<file path="src/kli_pkg.sv">
// Shared types, codes and helpers of the keyframe linear interpolator.
package kli_pkg;

    localparam logic [2:0] OPC_SET_POSE = 3'd0;
    localparam logic [2:0] OPC_SAVE     = 3'd1;
    localparam logic [2:0] OPC_DELETE   = 3'd2;
    localparam logic [2:0] OPC_CLEAR    = 3'd3;
    localparam logic [2:0] OPC_START    = 3'd4;
    localparam logic [2:0] OPC_TICK     = 3'd5;

    localparam logic signed [31:0] ANGLE_RESET = 32'sh00B4_0000;

    typedef enum logic [2:0] {
        OP_SET_POSE,
        OP_SAVE,
        OP_DELETE,
        OP_CLEAR,
        OP_START,
        OP_TICK,
        OP_NOP
    } t_op;

    typedef enum logic [2:0] {
        ST_OK     = 3'd0,
        ST_FULL   = 3'd1,
        ST_EMPTY  = 3'd2,
        ST_FEWER  = 3'd3,
        ST_BUSY   = 3'd4
    } t_status;

    typedef enum logic [2:0] {
        BS_IDLE,
        BS_EXEC,
        BS_RD_A,
        BS_RD_B,
        BS_DIV,
        BS_ADD,
        BS_SNAP,
        BS_DONE
    } t_bstate;

    typedef struct packed {
        t_op                op;
        logic signed [31:0] x;
        logic signed [31:0] y;
        logic signed [31:0] z;
        logic signed [31:0] angle;
    } t_qitem;

    function automatic logic signed [31:0] sat_s32(input logic signed [33:0] v);
        logic signed [31:0] res;
        if (v > 34'sh0_7FFF_FFFF) begin
            res = 32'sh7FFF_FFFF;
        end else if (v < -34'sh0_8000_0000) begin
            res = -32'sh8000_0000;
        end else begin
            res = v[31:0];
        end
        return res;
    endfunction

endpackage

</file>
<file path="src/kli_front.sv">
// Front end: accepts requests, decodes the opcode and queues them for the back end.
module kli_front (
    input  logic               i_clk,
    input  logic               i_rst_n,
    input  logic               i_valid,
    output logic               o_stall,
    input  logic [2:0]         i_opcode,
    input  logic signed [31:0] i_in_x,
    input  logic signed [31:0] i_in_y,
    input  logic signed [31:0] i_in_z,
    input  logic signed [31:0] i_in_angle,
    output kli_pkg::t_qitem    o_head,
    output logic               o_head_valid,
    input  logic               i_pop
);
    import kli_pkg::*;

    t_qitem     r_q [2];
    logic       r_wp;
    logic       r_rp;
    logic [1:0] r_cnt;
    t_op        dec_op;
    logic       push;
    logic       pop;

    always_comb begin
        unique case (i_opcode)
            OPC_SET_POSE: dec_op = OP_SET_POSE;
            OPC_SAVE:     dec_op = OP_SAVE;
            OPC_DELETE:   dec_op = OP_DELETE;
            OPC_CLEAR:    dec_op = OP_CLEAR;
            OPC_START:    dec_op = OP_START;
            OPC_TICK:     dec_op = OP_TICK;
            default:      dec_op = OP_NOP;
        endcase
    end

    assign o_stall      = (r_cnt == 2'd2);
    assign push         = i_valid && !o_stall;
    assign o_head_valid = (r_cnt != 2'd0);
    assign pop          = i_pop && o_head_valid;
    assign o_head       = r_q[r_rp];

    always_ff @(posedge i_clk) begin
        if (push) begin
            r_q[r_wp] <= '{op: dec_op, x: i_in_x, y: i_in_y, z: i_in_z, angle: i_in_angle};
        end
    end

    always_ff @(posedge i_clk) begin
        if (!i_rst_n) begin
            r_wp  <= 1'b0;
            r_rp  <= 1'b0;
            r_cnt <= 2'd0;
        end else begin
            if (push) begin
                r_wp <= !r_wp;
            end
            if (pop) begin
                r_rp <= !r_rp;
            end
            r_cnt <= r_cnt + 2'(push) - 2'(pop);
        end
    end

endmodule

</file>
<file path="config.mk">
export PLATFORM = sky130hd
export DESIGN_NAME = kli_front
export DESIGN_NICKNAME = d
export VERILOG_FILES = /design/src/kli_pkg.sv /design/src/kli_front.sv
export SDC_FILE = /design/constraint.sdc
export NUM_CORES = 1
export LEC_CHECK = 0
export BUFFER_PORTS_ARGS = -buffer_cell sky130_fd_sc_hd__buf_2
export CORE_MARGIN = 4
export CORE_UTILIZATION = 45
export CTS_CLUSTER_SIZE = 10
export DETAILED_ROUTE_END_ITERATION = 12
export PLACE_DENSITY = 0.77
export RECOVER_POWER = 25
export SLEW_MARGIN = 20
export SYNTH_ARGS = -nofsm -noshare
export SYNTH_HDL_FRONTEND = slang
export SYNTH_SLANG_ARGS = --single-unit
export TNS_END_PERCENT = 5
</file>
<file path="constraint.sdc">
create_clock -name i_clk -period 19.6 [get_ports i_clk]
set_input_delay 2.94 -clock i_clk [delete_from_list [all_inputs] [get_ports i_clk]]
set_output_delay 2.94 -clock i_clk [all_outputs]
set_load 0.01 [all_outputs]
</file>
==> summary.txt <==
Die
  – Core ar.: 21960 sq um
  – DIE AREA: 24860 sq um
  – Cell Rows: 54
  – DIE WIDTH: 157.7 um
  – # IOs: 268
  – Initial Util: 45.90%
  – Die Y-Extent: 157.7 um

STA
  – Worst-Margin Slew: 1036 ps
  – Peak Freq: 0.1873 GHz
  – Final hold vios: 0
  – Finish-stage setup viols: 0
  – Slew headroom: 30.95%
  – Slew Viols, Final: 0
  – Crit path time final: 5340 ps
  – Setup TNS: 0 ps
  – Tcrit/Tclk final: 27.24%
  – RSZ-0062 raised after global routing: false
  – Clock Skew: 14.38 ps

Logic synthesis
  – Sequential area share after synthesis: 79.05%
  – Area share of the largest cell type after synthesis: 78.05%
  – Synthesized Nets: 575
  – Synth top area cells: edfxtp_1 78%, mux2_4 13%, mux2_2 4.6%, buf_6 1.1%, dfxtp_1 0.99%
  – Yosys top cell by area: edfxtp_1
  – Synth cell types: 22
  – Synth Area per Inst: 23.01 sq um
  – Cells after synthesis: 438
  – Post-synth design cell area: 10080 sq um
  – Yosys warns: 0
  – Seq cells post-synth: 267

Cells and area
  – Area grow syn2layout: 23.44%
  – Share of layout cells above drive strength 1: 53.25%
  – Most common cell after layout, fill and taps aside: edfxtp_1
  – Final core utilization: 56.66%
  – Nets: 862
  – Layout fillers: 1698
  – Most frequent cells in the layout: 262 x edfxtp_1, 222 x buf_2, 90 x mux2_4

Critical path
  – Slowest cell on crit path: buf_4
  – RR Startpoint: r_cnt[0]
  – Critical Path RT: 16660 ps
  – CP max stage delay: 820 ps
  – Worst path arrival time: 2400 ps
  – Max FO, Critical Path: 57
  – CP startpoint kind: register
  – Setup Crit Path Kind: register to output port
  – CP endpoint kind: output port
  – Worst-path cell chain: buf_4 > mux2_2 > buf_2

Power
  – Max VDD drop: 0.09185 mV
  – Logic pwr share: 27.0%
  – Internal: 1.250 mW
  – Sequential power share: 45.0%
  – Switch Pwr: 0.4485 mW
  – Leak pwr: 4.725 nW
  – Clock power share: 28.0%
  – Sw frac: 26.40%
  – Total power density per cell area: 136.5 nW/um^2

Placed design
  – Port bufs: 267
  – GPL Wtd Cong: 0.7251
  – Post-DP HPWL: 12280 um

Worst hold path
  – Hold Crit Class: register to register
  – Worst Min Path Start: r_rp

Routing
  – Final wirelength: 18540 um
  – Via density per instance: 4.834
  – Initial DRC count: 208
  – Number of routed nets with antenna violations: 0
  – # DRC: 0
  – Total number of vias: 4931
  – Drt first pass iters: 4
  – WL per Instance: 18.18 um

Clocking
  – Hold_buf cts: 0
  – Clk_lat worst skew: 530 ps
  – # resized after CTS: 0
  – Clock Path Buffers: 3
  – Number of H-tree levels: 1
  – Root Buffer: clkbuf_16
  – CTS tree: done
  – CTS buffer count: 30
  – Post-CTS setup repair buffer count: 0
  – Reg clk slew, reported paths: 50 ps
  – Clock tree sinks: 267

Global route
  – All-Layer GR Usage: 14.08%
  – Largest net degree at the start of global routing: 69
  – First-pass GRT wire length: 27290 um
  – Initial antenna violation count: 5
  – Grt ovf: 0
  – Vias in the first global route: 5141

Status
  – Outcome: complete, no violations

Job
  – Max_cap viols: 0
power by group through the flow:
stage / Sequential [mW] / Combinational, mW / Clock (mW)
detailed placement: 0.776 / 0.469 / 0
global placement: 0.770 / 0.466 / 0
CTS: 0.766 / 0.471 / 0.491
floorplan: 0.780 / 0.324 / 0
global route: 0.773 / 0.494 / 0.517
finish: 0.765 / 0.458 / 0.476
sequential cells by signal, summed over array words and instances (netlist names), named ones only:
register	cells
r_cnt	2
r_q	262
r_rp	1
r_wp	1
cell families (layout without fill, tap and decap cells):
family          Yosys count  in the layout  share of synthesized area (%)
flops                   267            267                          79.05
mux                     132            132                          18.09
simple gates             13             13                         0.6455
compound gates            2              2                         0.1490
fa+ha+maj                 2              2                         0.2482
buf+inv                  20            320                          1.651
xor+xnor                  2              2                         0.1738
other cells               0              2                              0
per-layer routing:
metal / track usage [%] / vias to the layer above / wire, um
li1: - / 2296 / -
met1: 17.07 / 2385 / 7208
met2: 24.50 / 198 / 9332
met3: 3.882 / 46 / 1493
met4: 4.588 / 6 / 462
met5: 0 / - / 46
worst max-delay path: cells and delay by family (launching register included):
kind / cells / cell delay (ps)
DFF: 1 / 470
buffers and inverters: 2 / 960
muxes: 1 / 420
stage by stage:
| stage | hold WS, ps | cells | setup WS [ps] | total power, mW | cell area [sq um] |
|---|---|---|---|---|---|
| floorplan | 454.9 | 438 | 10500 | 1.105 | 10080 |
| global placement | 496.4 | 973 | 14430 | 1.236 | 11660 |
| detailed placement | 512.2 | 973 | 14390 | 1.245 | 11660 |
| CTS | 524.7 | 1018 | 14170 | 1.727 | 12490 |
| global route | 577.5 | 1020 | 14120 | 1.784 | 12440 |
| finish | 525.0 | 1020 | 14260 | 1.699 | 12440 |
path summary, 6_finish.rpt:
| path | slack [ps] | end | cells after the start |
|---|---|---|---|
| min | 520 | r_rp | 2 |
| min reg2reg | 520 | r_rp | 2 |
| max reg2reg | 16920 | r_q[1][38] | 3 |
| max | 14260 | o_head[4] | 3 |
cells in the mapped netlist, drive strengths merged:
cell and n:
and3 1, a21boi 1, inv 3, xnor2 1, nor3 1, mux2i 1, dfxtp 5, nand2 2
nor2 4, buf 15, nand2b 2, clkbuf 2, o21a 1, ha 2, mux2 131, and2 2
or2 1, xor2 1, edfxtp 262
layout make-up:
cell class                      count  area (sq um)  share of cell area [%]
Timing Repair Buffer              272          1318                   10.59
Tap cell                          280         350.3                   2.816
Clock buffer                       45         828.3                   6.657
Multi-Input combinational cell    151          1958                   15.74
Inverter                            3         11.26                 0.09051
Sequential cell                   267          7971                   64.07
Antenna cell                        2         5.005                 0.04023
Note: power is estimated with default switching activity, not from simulation.
